## config.mk

```make
export PLATFORM = sky130hd
export DESIGN_NAME = gbp_ram
export DESIGN_NICKNAME = d
export VERILOG_FILES = /design/src/rtl/assert_macros.svh /design/src/rtl/gbp_ram.sv
export SDC_FILE = /design/constraint.sdc
export NUM_CORES = 1
export LEC_CHECK = 0
export BUFFER_PORTS_ARGS = -buffer_cell sky130_fd_sc_hd__clkbuf_2
export CAP_MARGIN = 20
export CORE_MARGIN = 2
export CORE_UTILIZATION = 30
export DETAILED_ROUTE_END_ITERATION = 8
export PLACE_DENSITY_LB_ADDON = 0.15
export SETUP_SLACK_MARGIN = 0.02
export SYNTH_ARGS = -nofsm -noshare
export SYNTH_HDL_FRONTEND = slang
export SYNTH_SLANG_ARGS = --single-unit
```

## constraint.sdc

```tcl
create_clock -name i_clk -period 4.5 [get_ports i_clk]
set_input_delay 0.45 -clock i_clk [delete_from_list [all_inputs] [get_ports i_clk]]
set_output_delay 0.45 -clock i_clk [all_outputs]
set_load 0.01 [all_outputs]
```

## src/rtl/assert_macros.svh

```systemverilog
// ----------------------------------------------------------------------------
// Assertion macros
// Clocked property checks that can be compiled out with ASSERT_OFF.
// ----------------------------------------------------------------------------
`ifndef ASSERT_MACROS_SVH
`define ASSERT_MACROS_SVH

`ifndef ASSERT_OFF
`define ASSERT_PROP(label, clk, rst_n, prop) \
    label: assert property (@(posedge clk) disable iff (!(rst_n)) (prop)) \
        else $error("assertion failed");
`define ASSERT_NEVER(label, clk, rst_n, cond) \
    label: assert property (@(posedge clk) disable iff (!(rst_n)) !(cond)) \
        else $error("forbidden condition seen");
`else
`define ASSERT_PROP(label, clk, rst_n, prop)
`define ASSERT_NEVER(label, clk, rst_n, cond)
`endif

`endif

```

## src/rtl/gbp_ram.sv

```systemverilog
// ----------------------------------------------------------------------------
// gbp_ram
// Generic simple dual-port RAM with one write port and a registered read.
// ----------------------------------------------------------------------------
`default_nettype none

module gbp_ram #(
    parameter int WIDTH = 8,
    parameter int DEPTH = 16
) (
    input  wire logic                     i_clk,
    input  wire logic                     i_we,
    input  wire logic [$clog2(DEPTH)-1:0] i_waddr,
    input  wire logic [WIDTH-1:0]         i_wdata,
    input  wire logic                     i_re,
    input  wire logic [$clog2(DEPTH)-1:0] i_raddr,
    output logic      [WIDTH-1:0]         o_rdata
);

    logic [WIDTH-1:0] r_mem [DEPTH];
    logic [WIDTH-1:0] r_rdata;

    always_ff @(posedge i_clk) begin
        if (i_we) begin
            r_mem[i_waddr] <= i_wdata;
        end
        if (i_re) begin
            r_rdata <= r_mem[i_raddr];
        end
    end

    assign o_rdata = r_rdata;

endmodule

`default_nettype wire

```

=== Yosys cells after proc, flatten, opt, wreduce, memory -nomap -nowiden ===
Memory sizes are Yosys's and may differ from the RTL's. A register that Yosys moved wholly into a read port is not among the register bits.
Index checks and enable logic that the tools add are counted.

* Muxes and demuxes: 2

{| class="wikitable"
|+ Operator list
! kind !! count
|-
| $mux W1 || 2
|}

* Bits in registers: 0
* RAM bits: 128
* Bits of input ports: 19
* Output and inout bits: 8
* Word-level logic and storage cells: 3
* Memories kept: 1

{| class="wikitable"
|+ Memory list
! memory !! depth !! bits a word !! read ports !! clocked after memory_dff !! wr ports !! RTL line !! source
|-
| r_mem || 16 || 8 || 1 || 1 || 1 || gbp_ram.sv:20 || <nowiki>logic [WIDTH-1:0] r_mem [DEPTH];</nowiki>
|}

=== Logic depth before layout (Yosys ltp) ===
* Depth in word-level cells: 2
* Mapped depth: 5
* Depth with buffers taken out: 3

=== Least setup slack after synthesis ===
Ideal clock, no wire load.

* Path type: input port to flip-flop
* Start: input i_waddr[2]
* End: memory r_mem[0][0], enable pin
* Library setup time: 0.383 ns
* Arrival time: 1.560 ns
* Required time: 4.117 ns
* Setup slack: 2.557 ns
* Cell stages on the path: 2
* Cell sequence: or3b_2 > nor3_1

{| class="wikitable"
|+ RTL lines
! element !! RTL line !! source
|-
| start: declaration || gbp_ram.sv:13 || <nowiki>input wire logic [$clog2(DEPTH)-1:0] i_waddr,</nowiki>
|-
| end: declaration || gbp_ram.sv:20 ||
|}

No word-level cell before the write port.

==> results.md <==
- Die height: 136 um
- Hold Crit Class: in2reg
- Cells after Synth: about 230
- Number of global-route vias before repair: 2562
- CP arrival: 2340 ps
- Synth warn: 0
- Antenna violations before repair: 0
- Slew headroom: 0.307
- Starting density of the core: 0.304
- First-pass GRT wire length: 16900 um
- Crit share post-route: 0.484
- Max_cap viols: 0
- Fin. Hold Viols: 0
- Gpl congestion: 0.696
- Final count of negative-setup-slack endpoints: 0
- Post-CTS Resized: 0
- CORE AREA: roughly 17000 um2
- Mapped Avg Cell Area: ~23 um2
- Top_reg_cell synth: edfxtp_1
- Post-route antenna net violation count: 0
- CTS Hold Bufs: 0
- Skew-Pair Late Insertion Delay: about 400 ps
- Crit path max fanout: 23
- H-tree levels: 4
- Avg WL per Cell: 22.4 um
- Sink Count: 136
- Area grow syn2layout: 17.2%
- Most frequent cells in the layout: edfxtp_1 (136), clkbuf_2 (26), mux4_2 (18)
- Setup ws final: 2320 ps
- Pre-CTS WS: between 1500 and 2000 ps
- Seq/Total Area, Yosys: 0.781
- Peak VDD IR: 0.262 mV
- Number of port buffers: 26
- TritonCTS clock tree: built
- Final Skew: 3.37 ps
- Mapped Nets: between 200 and 250
- Lkg Pwr: approximately 2 nW
- Crit path kind: in2reg
- CP Capture Type: flip-flop
- Post-synth EDFFs: 136
- RSZ-0062 raised after global routing: false
- Outcome: completed
- Mapped Area: 5230 um2
- Most common cell after layout, fill and taps aside: edfxtp_1
- DRT Wirelength: ~11000 um
- Number of setup buffers added after CTS: 0
- Maximum clock path buffer count: 2
- Row cnt: 48
- CTS Root Buffer Type: clkbuf_16
- Die Span X: 136 um
- Worst-margin pin slew: 1040 ps
- Synth Register Bits: 136
- Final min period: 2180 ps
- Gr usage total: 0.135
- Final slew viol count: 0
- Unique masters post-synth: 18
- Ports: 27
- Fin area: 6120 um2
- # diodes: 0
- Setup TNS: 0 ps
- Initial drt markers: 245
- Fraction of layout cells with a size suffix above 1: 0.263
- Cell Pwr Density: 443 nW/um2
- Largest net degree at the start of global routing: 33
- Final HPWL DP: 7270 um
- DR DRC count: 0
- DP Area: 5640 um2
- Drt pass-1 iters: 5
- DR vias: 2430
- Total CTS buffers: 17
- Grt total ovfl: 0
- Nets: just under 300
- Worst-path clk slew: 50 ps
- Die footprint: 18500 um2
- Fmax: 459 MHz
- Vias per inst: between 4 and 5
- CP startpoint kind: primary input
- Async S/R FF share, synth: 0
- Worst path required time: 4660 ps
-- routing by layer --
| metal | GRT usage | up-vias | routed length (um) | part of all wire |
|---|---|---|---|---|
| li1 | - | 1078 | - | - |
| met1 | 0.180 | 1275 | 5260 | 0.46 |
| met2 | 0.206 | 65 | 5430 | 0.47 |
| met3 | 0.0377 | 12 | 548 | 0.048 |
| met4 | 0.0642 | 0 | 193 | 0.017 |
| met5 | 0 | - | 0 | 0 |
-- critical path: stages --
cell,delay [ps]
clkbuf_2,630
buf_4,370
mux4_1,580
a22oi_1,210
nand2_1,80
-- cell usage after synthesis, types with 2 or more instances --
cell             count  area share
nand2_1              9      0.0065
nor3_1               4      0.0038
edfxtp_1           136        0.78
mux4_1              14       0.070
buf_2                3      0.0029
mux4_2              18       0.078
clkdlybuf4s25_2      3      0.0057
nor2_1              13      0.0093
buf_6                3      0.0065
nand3b_1             2      0.0029
a22oi_1             16       0.023
nand2b_1             2      0.0024
-- state kept, by name (all words and copies together) (netlist names) --
signal / cells
r_mem: 128
o_rdata: 8
-- cell type report --
class	count	area (um2)
sequential	136	4080
clock buffer	22	444
timing repair buffer	36	224
fill	1642	11100
tap	225	282
clock inverter	8	33.8
multi-input combinational	83	1060
-- through the flow --
| step | hold WS [ps] | instances | utilization | power, mW |
|---|---|---|---|---|
| 2_1_floorplan | 549 | 229 | - | 1.53 |
| 3_3_place_gp | 738 | 475 | 0.325 | 1.59 |
| 3_5_place_dp | 744 | 479 | 0.328 | 1.60 |
| 4_1_cts | 446 | 509 | 0.356 | 2.74 |
| 5_1_grt | 448 | 510 | 0.357 | 2.81 |
| 6_report | 443 | 510 | 0.357 | 2.71 |
-- cells by family (layout without fill, tap and decap cells) --
logic type,after synthesis,count (layout),synth area share
buffers and inverters,10,66,0.0165
DFF,136,136,0.781
and+or+nand+nor,35,35,0.0314
AOI/OAI and AO/OA,16,16,0.0230
muxes,32,32,0.148
-- power by group --
| part | leakage (nW) | switching [mW] | total [mW] | internal (mW) |
|---|---|---|---|---|
| logic | 0.535 | 0.0783 | 0.130 | 0.0516 |
| registers | 1.24 | 0.00762 | 1.44 | 1.43 |
| clock network | 0.235 | 0.462 | 1.14 | 0.682 |
| total | 2.01 | 0.548 | 2.71 | 2.16 |
-- path summary, 6_finish.rpt --
| kind | depth (start not counted) | slack, ps | start | to |
|---|---|---|---|---|
| min reg2reg | 3 | 750 | r_mem[14][4] | o_rdata[4] |
| min | 1 | 440 | i_re | o_rdata[2] |
| max reg2reg | 3 | 2890 | r_mem[1][2] | o_rdata[2] |
| max | 5 | 2320 | i_raddr[0] | o_rdata[3] |
No activity file was read; power rests on OpenSTA's default activity.
