$ cat config.mk
export PLATFORM = sky130hd
export DESIGN_NAME = gbp_index
export DESIGN_NICKNAME = d
export VERILOG_FILES = /design/src/rtl/assert_macros.svh /design/src/rtl/gbp_pkg.sv /design/src/rtl/gbp_index.sv
export SDC_FILE = /design/constraint.sdc
export NUM_CORES = 1
export LEC_CHECK = 0
export ABC_AREA = 0
export BUFFER_PORTS_ARGS = -buffer_cell sky130_fd_sc_hd__buf_2
export CAP_MARGIN = 20
export CORE_MARGIN = 3
export CORE_UTILIZATION = 55
export DETAILED_ROUTE_END_ITERATION = 10
export GPL_ROUTABILITY_DRIVEN = 0
export PLACE_DENSITY = 0.91
export SYNTH_ARGS = -nofsm -noshare
export SYNTH_HDL_FRONTEND = slang
export SYNTH_SLANG_ARGS = --single-unit
export TNS_END_PERCENT = 30
$ cat constraint.sdc
create_clock -name vclk -period 4.3
set_input_delay 0.645 -clock vclk [all_inputs]
set_output_delay 0.645 -clock vclk [all_outputs]
set_load 0.02 [all_outputs]
$ cat src/rtl/assert_macros.svh
// ----------------------------------------------------------------------------
// Assertion macros
// Clocked property checks that can be compiled out with ASSERT_OFF.
// ----------------------------------------------------------------------------
`ifndef ASSERT_MACROS_SVH
`define ASSERT_MACROS_SVH

`ifndef ASSERT_OFF
`define ASSERT_PROP(label, clk, rst_n, prop) \
    label: assert property (@(posedge clk) disable iff (!(rst_n)) (prop)) \
        else $error("assertion failed");
`define ASSERT_NEVER(label, clk, rst_n, cond) \
    label: assert property (@(posedge clk) disable iff (!(rst_n)) !(cond)) \
        else $error("forbidden condition seen");
`else
`define ASSERT_PROP(label, clk, rst_n, prop)
`define ASSERT_NEVER(label, clk, rst_n, cond)
`endif

`endif

$ cat src/rtl/gbp_pkg.sv
// ----------------------------------------------------------------------------
// gbp_pkg
// Types and constants shared by the gshare branch predictor modules.
// ----------------------------------------------------------------------------
`default_nettype none

package gbp_pkg;

    localparam int ADDR_W = 64;
    localparam int CTR_W  = 2;
    localparam int MODE_W = 2;

    localparam logic [MODE_W-1:0] HASH_XOR_SHIFT = 2'd0;
    localparam logic [MODE_W-1:0] HASH_XOR_RAW   = 2'd1;
    localparam logic [MODE_W-1:0] HASH_ADD_SHIFT = 2'd2;

    localparam logic [CTR_W-1:0] CTR_MIN     = 2'd0;
    localparam logic [CTR_W-1:0] CTR_WEAK_NT = 2'd1;
    localparam logic [CTR_W-1:0] CTR_MAX     = 2'd3;

    typedef enum logic [1:0] {
        ST_CLEAR,
        ST_IDLE,
        ST_LOOKUP
    } t_state;

endpackage

`default_nettype wire

$ cat src/rtl/gbp_index.sv
// ----------------------------------------------------------------------------
// gbp_index
// Forms the table index from the branch address and the global history.
// ----------------------------------------------------------------------------
`default_nettype none

module gbp_index #(
    parameter int INDEX_BITS = 12
) (
    input  wire logic [gbp_pkg::MODE_W-1:0] i_mode,
    input  wire logic [INDEX_BITS+1:0]      i_addr_low,
    input  wire logic [INDEX_BITS-1:0]      i_history,
    output logic      [INDEX_BITS-1:0]      o_index
);

    logic [INDEX_BITS-1:0] addr_shift;
    logic [INDEX_BITS-1:0] addr_raw;

    assign addr_shift = i_addr_low[INDEX_BITS+1:2];
    assign addr_raw   = i_addr_low[INDEX_BITS-1:0];

    // The unused mode code behaves as the add hash.
    always_comb begin
        case (i_mode)
            gbp_pkg::HASH_XOR_SHIFT: o_index = addr_shift ^ i_history;
            gbp_pkg::HASH_XOR_RAW:   o_index = addr_raw ^ i_history;
            default:                 o_index = addr_shift + i_history;
        endcase
    end

endmodule

`default_nettype wire

Yosys cells after proc, flatten, opt, wreduce, memory -nomap -nowiden. Index checks and enable logic that the tools add are counted.

Register bits after elaboration: 0. Input bits: 28. Output and inout port bits: 12.

Add/subtract/negate cells: 1. Equality and inequality tests: 1. Mux-type cells: 1. Bitwise operators: 2. Reduce and logical (&&, ||, !) cells: 1.

Operators with widths (number): one-hot mux 12 bit (2 select lines) (1); XOR 12 bit (2); adder 12 bit (1); equality test 2 x 1 -> 1 bit, second input constant (1); zero test 2 bit (1).

Longest topological paths before layout. Gate-level depths: netlist of run 1.

Word-level depth: 2. Gate-level depth with buffers: 8. Mapped depth without buffers: 8.

Least setup slack after synthesis of run 1. OpenSTA, ideal clock, no wires.

Path kind: input-to-output. Start point: in i_addr_low[2]. End point: out o_index[6]. Arrival: 2.352 ns. Setup slack: 1.303 ns. Stages: 8. Cells stage by stage: ha_1 inv_1 fa_1 nor2b_1 o31a_2 o21a_1 o21a_1 o31ai_1.

Cells in the longest elaborated chain, start to end: 2.

RTL lines: start: declaration (RTL line gbp_index.sv:11) `input wire logic [INDEX_BITS+1:0] i_addr_low,`; adder 12 bit (RTL line gbp_index.sv:27) `default: o_index = addr_shift + i_history;`; one-hot mux 12 bit (2 select lines) (RTL line gbp_index.sv:24) `case (i_mode)`; end: declaration (RTL line gbp_index.sv:13) `output logic [INDEX_BITS-1:0] o_index`.

No other way between the ends.

Worst setup path after layout of run 1.
Start point: in i_addr_low[2]. End point: out o_index[10].

Same word-level chain as after synthesis.

==> results.md, run 1 <==
- Post-synth top area share: 0.1528
- Vias: 1065
- Rows: 13
- Max Freq: 309.1 MHz
- Largest net degree at the start of global routing: 21
- TritonRoute pass-1 iters: 4
- Crit end category: output pin
- # IOs: 40
- DP Wirelength: 2.042 mm
- Max Slew Vio Count: 0
- Worst min-delay path category: primary input to output pin
- Routed len/inst: 13.87 µm
- Place WS: around 1.1 ns
- Net Count, Synth: between 150 and 200
- Total Nets Final: about 200
- Pwr Density: roughly 160 nW/µm²
- Peak VDD IR: between 0.08 and 0.09 mV
- # clk buffers: 0
- Worst Path Max Fanout: 4
- Syn Std Cell Area: 900.9 µm²
- Remaining antenna violation count: 0
- Hold wc startpoint: i_history[11]
- Cells after Synth: 123
- CP startpoint kind: primary input
- CP required: 3.65 ns
- Critical Path AT: 2.59 ns
- Pleak: 0.0005669 µW
- Setup TNS Final: 0 ns
- Fraction of layout cells with a size suffix above 1: 0.2893
- Die width: 46.47 µm
- DRT iter0 DRCs: 16
- Final worst setup slack: between 1 and 1.5 ns
- Commonest non-fill, non-tap cells in the layout: buf_2 (40), nand2_1 (14), mux2i_1 (12)
- Layout Area Growth over Synthesis: 22.08%
- Status: finished clean
- Hold Path End: o_index[11]
- Port Buffers: 40
- Relative slew slack: 0.7253
- GRT Total Usage: 0.2262
- First-pass GRT wire length: 3.739 mm
- Post-CTS setup buffers: 0
- WHS: 1.660 ns
- Synth area leaders: ha_1 (15%), mux2i_1 (13%), xor2_1 (9.7%)
- WS Path Type: primary input to output pin
- Via-to-Cell Ratio: around 6.1
- Overall die height: 46.47 µm
- Number of global-route vias before repair: 908
- Synth unique cells: 40
- Final wirelength: 2.413 mm
- DRC Markers: 0
- Initial antenna violation count: 0
- WHS Path Cells: 3
- Post-Syn Area per Cell: 7.324 µm²
- Cts hold-fix bufs: 0
- Post-CTS Resized: 0
- Final setup fails: 0
- Hold Fails Final Rpt: 0
- Initial core utilization: 0.6366
- Worst setup path start: i_addr_low[2]
- Commonest non-fill, non-tap cell in the layout: buf_2
- # diodes: 0
- RSZ-0062 raised after global routing: no
- Core area: 1415 µm²
- Grt total ovfl: 0
- Cell taking the most area after synthesis: ha_1
- Tcrit/Tclk final: 0.7523
- Max-cap violations: 0
- Sequential share of the synthesized area: 0
- Tmin final: 3.235 ns
- Ys Warns: 0
- Worst slew pin tran: 0.4078 ns
- Sequential cell area: 0 µm²
- Filler Cell Count: roughly 110
- Sequential cells: 0
- Die area: approximately 2200 µm²
==> power by group <==
part / internal, µW / total (µW) / switching [µW]
logic: 72.6 / 174 / 101
registers: 0 / 0 / 0
clock network: 0 / 0 / 0
total: 72.6 / 174 / 101
==> worst max-delay path, cell delays in order <==
cell and delay [ns]:
buf_2 0.11, ha_1 0.22, inv_1 0.07, fa_1 0.39, nor2b_1 0.17, o31a_2 0.18
nor4b_1 0.07, or4_1 0.47, o211ai_1 0.09, buf_2 0.19
==> synthesized netlist by cell type, drive strengths merged (3+ instances only) <==
| cell | number |
|---|---|
| nand2 | 14 |
| mux2i | 12 |
| ha | 11 |
| o21ai | 11 |
| xor2 | 10 |
| a21oi | 9 |
| xnor2 | 6 |
| nor2 | 5 |
| inv | 4 |
| o211ai | 4 |
| a211oi | 3 |
| a21o | 3 |
| and3 | 3 |
| o21a | 3 |
==> how the worst max path moves through the flow <==
stage / endpoint / slack [ns]
after detailed placement: o_index[10] / 1.08
after global placement: o_index[10] / 1.14
after CTS: o_index[10] / 1.07
after global routing: o_index[10] / 0.93
final: o_index[10] / 1.07
after floorplan: o_index[6] / 1.30
==> through the flow <==
| step | instance area [µm²] | total power [µW] | instances | utilization |
|---|---|---|---|---|
| after global routing | 1100 | 190.8 | 174 | 0.7772 |
| after detailed placement | 1100 | 172.0 | 174 | 0.7772 |
| after global placement | 1100 | 166.6 | 174 | 0.7772 |
| final | 1100 | 173.6 | 174 | 0.7772 |
| after CTS | 1100 | 172.9 | 174 | 0.7772 |
| after floorplan | 900.9 | 121.7 | 123 | - |
==> logic make-up (layout without fill, tap and decap cells) <==
family	after synthesis	count (layout)	synth area share
and+or+nand+nor	30	30	0.1556
AOI/OAI and AO/OA	44	44	0.3375
buffers and inverters	9	45	0.04305
xor gates and xnor gates	16	16	0.1556
adders and majority gates	12	12	0.1750
muxes	12	12	0.1333
==> layout make-up <==
class,count,area [µm²],share of cell area
multi-input combinational,114,862.1,0.7838
timing repair buffer,40,200.2,0.1820
inverter,5,18.77,0.01706
tap,15,18.77,0.01706
==> layer usage <==
layer	track usage	wire, µm	part of all wire
met4	0.05114	38	0.016
met5	0	0	0
met1	0.2945	1055	0.44
met2	0.3956	1186	0.49
met3	0.01953	132	0.055
Power figures use the tool's default switching activity.
==> inputs of run 2 (changes only) <==
--- a/config.mk
+++ b/config.mk
@@ -9,10 +9,10 @@
 export BUFFER_PORTS_ARGS = -buffer_cell sky130_fd_sc_hd__buf_2
 export CAP_MARGIN = 20
 export CORE_MARGIN = 3
-export CORE_UTILIZATION = 55
+export CORE_UTILIZATION = 51
 export DETAILED_ROUTE_END_ITERATION = 10
 export GPL_ROUTABILITY_DRIVEN = 0
-export PLACE_DENSITY = 0.91
+export PLACE_DENSITY = 0.85
 export SYNTH_ARGS = -nofsm -noshare
 export SYNTH_HDL_FRONTEND = slang
 export SYNTH_SLANG_ARGS = --single-unit
==> constraint.sdc (replaced) <==
create_clock -name vclk -period 3.1
set_input_delay 0.465 -clock vclk [all_inputs]
set_output_delay 0.465 -clock vclk [all_outputs]
set_load 0.02 [all_outputs]
==> run 2 against run 1 <==
  * Worst hold slack worse by 0.35 ns
  * Non-clock buffer count unchanged
  * Die area increased by 6.8%
  * Combinational power increased by 39%
  * Sequential share of layout area is the same
  * Power is 39% higher
  * Critical endpoint unchanged
  * Via count grew 0.47%
  * First-iteration DRC count up 50%
  * Setup slack worse by 0.86 ns
==> results.md, run 2 (synthesis results as in run 1) <==
- # clk buffers: 0
- Initial core utilization: 0.5714
- Worst min-delay path category: primary input to output pin
- CP max stage delay: ~0.48 ns
- Worst Path Max Fanout: 4
- Max-cap violations: 0
- Via-to-Cell Ratio: 6.114
- TritonRoute pass-1 iters: 4
- Overall die height: 48.03 µm
- Sequential cells: 0
- RSZ-0062 raised after global routing: no
- WHS Path Cells: 3
- Hold Fails Final Rpt: 0
- Vias: 1070
- Filler Cell Count: 141
- Core area: ~1600 µm²
- Cts hold-fix bufs: 0
- Total Nets Final: 201
- Post-CTS setup buffers: 0
- Setup TNS Final: 0 ns
- Post-CTS Resized: 0
- Multi-input logic area: approximately 860 µm²
- Tmin final: between 2 and 3 ns
- Grt total ovfl: 0
- Die width: approximately 48 µm
- Commonest non-fill, non-tap cells in the layout: buf_2 (40), nand2_1 (14), mux2i_1 (12)
- GRT Total Usage: 0.2236
- Final wirelength: around 2.5 mm
- Rows: 14
- Buffer and inverter count on the worst path: 3
- # IOs: 40
- Worst slew pin tran: roughly 0.54 ns
- CP required: 2.63 ns
- Number of global-route vias before repair: 980
- DRT iter0 DRCs: 24
- Critical Path AT: ~2.4 ns
- DRC Markers: 0
- Max Slew Vio Count: 0
- WS Path Type: primary input to output pin
- Status: finished clean
- Worst path slowest cell: or4_1
- Tcrit/Tclk final: 0.9353
- CP startpoint kind: primary input
- Peak VDD IR: 0.1148 mV
- Pleak: 0.0005669 µW
- Routed len/inst: 14.15 µm
- Relative slew slack: 0.6392
- Layout Area Growth over Synthesis: 22.22%
- Crit end category: output pin
- Fraction of layout cells with a size suffix above 1: 0.2893
- DP Wirelength: a little over 2 mm
- Remaining antenna violation count: 0
- Initial antenna violation count: 0
- Delay-heaviest family, CP: simple AND/OR/NAND/NOR gates
- First-pass GRT wire length: approximately 3.9 mm
- Max Freq: 344.9 MHz
- Sequential cell area: 0 µm²
- Die area: roughly 2300 µm²
- Largest net degree at the start of global routing: 21
- Commonest non-fill, non-tap cell in the layout: buf_2
- Total Power: between 200 and 250 µW
- # diodes: 0
- WP depth: 10
- Pwr Density: approximately 220 nW/µm²
- Final setup fails: 0
- Critical Path, Cell by Cell: buf_2 > ha_1 > inv_1 > fa_1 > nor2b_1 > o31a_2 > nor4b_1 > or4_1 > o211ai_1 > buf_2
- CP most frequent cell: buf_2
- Port Buffers: 40
- Fin util: 0.6984
[run 2: layer usage]
layer	share of wire	track usage	wire [µm]	vias to the layer above
li1	-	-	-	537
met3	0.042	0.003759	105	2
met1	0.41	0.2604	1014	499
met5	0	0	0	-
met4	0.0048	0.04301	12	0
met2	0.54	0.4459	1344	32
[run 2: stage by stage]
stage / cell area (µm²) / cells / hold WS [ns] / setup slack, ns
final: 1101 / 175 / 1.307 / 0.2005
after global routing: 1101 / 175 / 1.334 / 0.06746
after CTS: 1101 / 175 / 1.310 / 0.2213
after detailed placement: 1101 / 175 / 1.307 / 0.2318
after global placement: 1101 / 175 / 1.289 / 0.2962
after floorplan: 900.9 / 123 / 1.141 / 0.4625
[run 2: final cells by class]
class / instances / share of cell area
inverters: 5 / 0.01705
well taps: 16 / 0.01818
repair buffers: 40 / 0.1818
multi-input cells: 114 / 0.7830
[run 2: where the power goes]
part	switching [µW]	leakage, µW	internal (µW)
Combinational	140	0.000567	101
Sequential	0	0	0
Clock	0	0	0
Total	140	0.000567	101
[run 2: final timing paths]
kind / start / endpoint / slack [ns]
worst max-delay path: i_addr_low[2] / o_index[10] / 0.20
worst min-delay path: i_history[11] / o_index[11] / 1.31
==> inputs of run 3 (changes only) <==
--- a/config.mk
+++ b/config.mk
@@ -8,7 +8,7 @@
 export ABC_AREA = 0
 export BUFFER_PORTS_ARGS = -buffer_cell sky130_fd_sc_hd__buf_2
 export CAP_MARGIN = 20
-export CORE_MARGIN = 3
+export CORE_MARGIN = 5
 export CORE_UTILIZATION = 51
 export DETAILED_ROUTE_END_ITERATION = 10
 export GPL_ROUTABILITY_DRIVEN = 0
==> run 3 against run 2 <==
  * Largest cell class unchanged
  * Global-route usage fell by 4.0 points
  * Non-clock buffer count did not move
  * Sequential cell count did not move
  * Highest routed layer is now met3
  * Power fell by 0.47%
  * Via count fell by 2.9%
==> results.md, run 3 (synthesis results as in run 1) <==
- DRC Markers: 0
- Die width: 52.03 µm
- Fraction of layout cells with a size suffix above 1: 0.2893
- Grt total ovfl: 0
- Max Slew Vio Count: 0
- Largest net degree at the start of global routing: 21
- Hold Fails Final Rpt: 0
- Sw Pwr: 139.4 µW
- Critical Path AT: 2.40 ns
- Core area: 1708 µm²
- Worst min-delay path category: primary input to output pin
- Relative slew slack: 0.6823
- Initial core utilization: 0.5275
- Initial antenna violation count: 0
- Pleak: 0.0005669 µW
- CP startpoint kind: primary input
- Total Nets Final: 201
- Reg power frac: 0
- CP required: between 2 and 3 ns
- Commonest non-fill, non-tap cells in the layout: buf_2 (40), nand2_1 (14), mux2i_1 (12)
- DP Wirelength: about 2.0 mm
- GR peak layer: met2
- Pwr Density: roughly 220 nW/µm²
- Met2 usage: 0.3598
- Vias: about 1000
- Final setup fails: 0
- Tmin final: 2.869 ns
- Number of global-route vias before repair: 990
- TritonRoute pass-1 iters: 4
- Post-CTS Resized: 0
- Setup TNS Final: 0 ns
- Combinational share of power: 1.000
- # clk buffers: 0
- Routed len/inst: 12.95 µm
- Sequential cell area: 0 µm²
- Clock share of power: 0
- GRT Total Usage: 0.1841
- Port Buffers: 40
- Layout Area Growth over Synthesis: 23.47%
- Cts hold-fix bufs: 0
- WS Path Type: primary input to output pin
- Sequential cells: 0
- DRT iter0 DRCs: 29
- GR Util met3: 0.008596
- Net Sw Frac: 0.5811
- Remaining antenna violation count: 0
- RSZ-0062 raised after global routing: no
- Commonest non-fill, non-tap cell in the layout: buf_2
- Post-CTS setup buffers: 0
- Max-cap violations: 0
- Internal power: about 100 µW
- Total Power: 239.9 µW
- # diodes: 0
- Overall die height: 52.03 µm
- Tcrit/Tclk final: 0.9254
- Fin util: 0.6513
- Final wirelength: between 2 and 2.5 mm
- Crit end category: output pin
- Peak VDD IR: 0.1092 mV
- # IOs: 40
- Max Freq: 348.6 MHz
- Worst Path Max Fanout: 4
- Grt met1 use: 0.2270
- Via-to-Cell Ratio: between 5 and 6
- First-pass GRT wire length: 4.084 mm
- Status: finished clean
- Worst slew pin tran: 0.4716 ns
- Rows: 15
- Die area: 2707 µm²
-- run 3: per-layer routing --
metal  routed length [µm]  up-vias
li1                     -      544
met1                 1107      460
met2                 1138       35
met3                  138        0
met4                    0        0
met5                    0        -
-- run 3: per-stage QoR --
step	area [µm²]	worst slack (ns)	instances	hold slack [ns]
final	1112	0.2312	184	1.306
after global routing	1112	0.09969	184	1.323
after CTS	1112	0.2316	184	1.300
after detailed placement	1112	0.2292	184	1.300
after global placement	1112	0.2864	184	1.280
after floorplan	900.9	0.4625	123	1.141
-- run 3: critical path: stages --
cell      delay, ns
buf_2          0.10
ha_1           0.21
inv_1          0.07
fa_1           0.40
nor2b_1        0.17
o31a_2         0.19
nor4b_1        0.07
or4_1          0.47
o211ai_1       0.09
buf_2          0.19
-- run 3: worst paths after layout --
check / start / endpoint / slack [ns] / cells after the start
worst max-delay path: i_addr_low[2] / o_index[10] / 0.23 / 10
worst min-delay path: i_history[11] / o_index[11] / 1.31 / 3
-- run 3: power by group through the flow --
stage | registers [µW] | logic, µW | clock network, µW
6_report | 0 | 240 | 0
5_1_grt | 0 | 266 | 0
4_1_cts | 0 | 239 | 0
3_5_place_dp | 0 | 238 | 0
3_3_place_gp | 0 | 232 | 0
2_1_floorplan | 0 | 169 | 0
-- run 3: layout make-up --
| type | instances | area, µm² |
|---|---|---|
| multi-input cells | 114 | 862.1 |
| repair buffers | 40 | 200.2 |
| well taps | 25 | 31.28 |
| inverters | 5 | 18.77 |
| fillers | 160 | 595.6 |
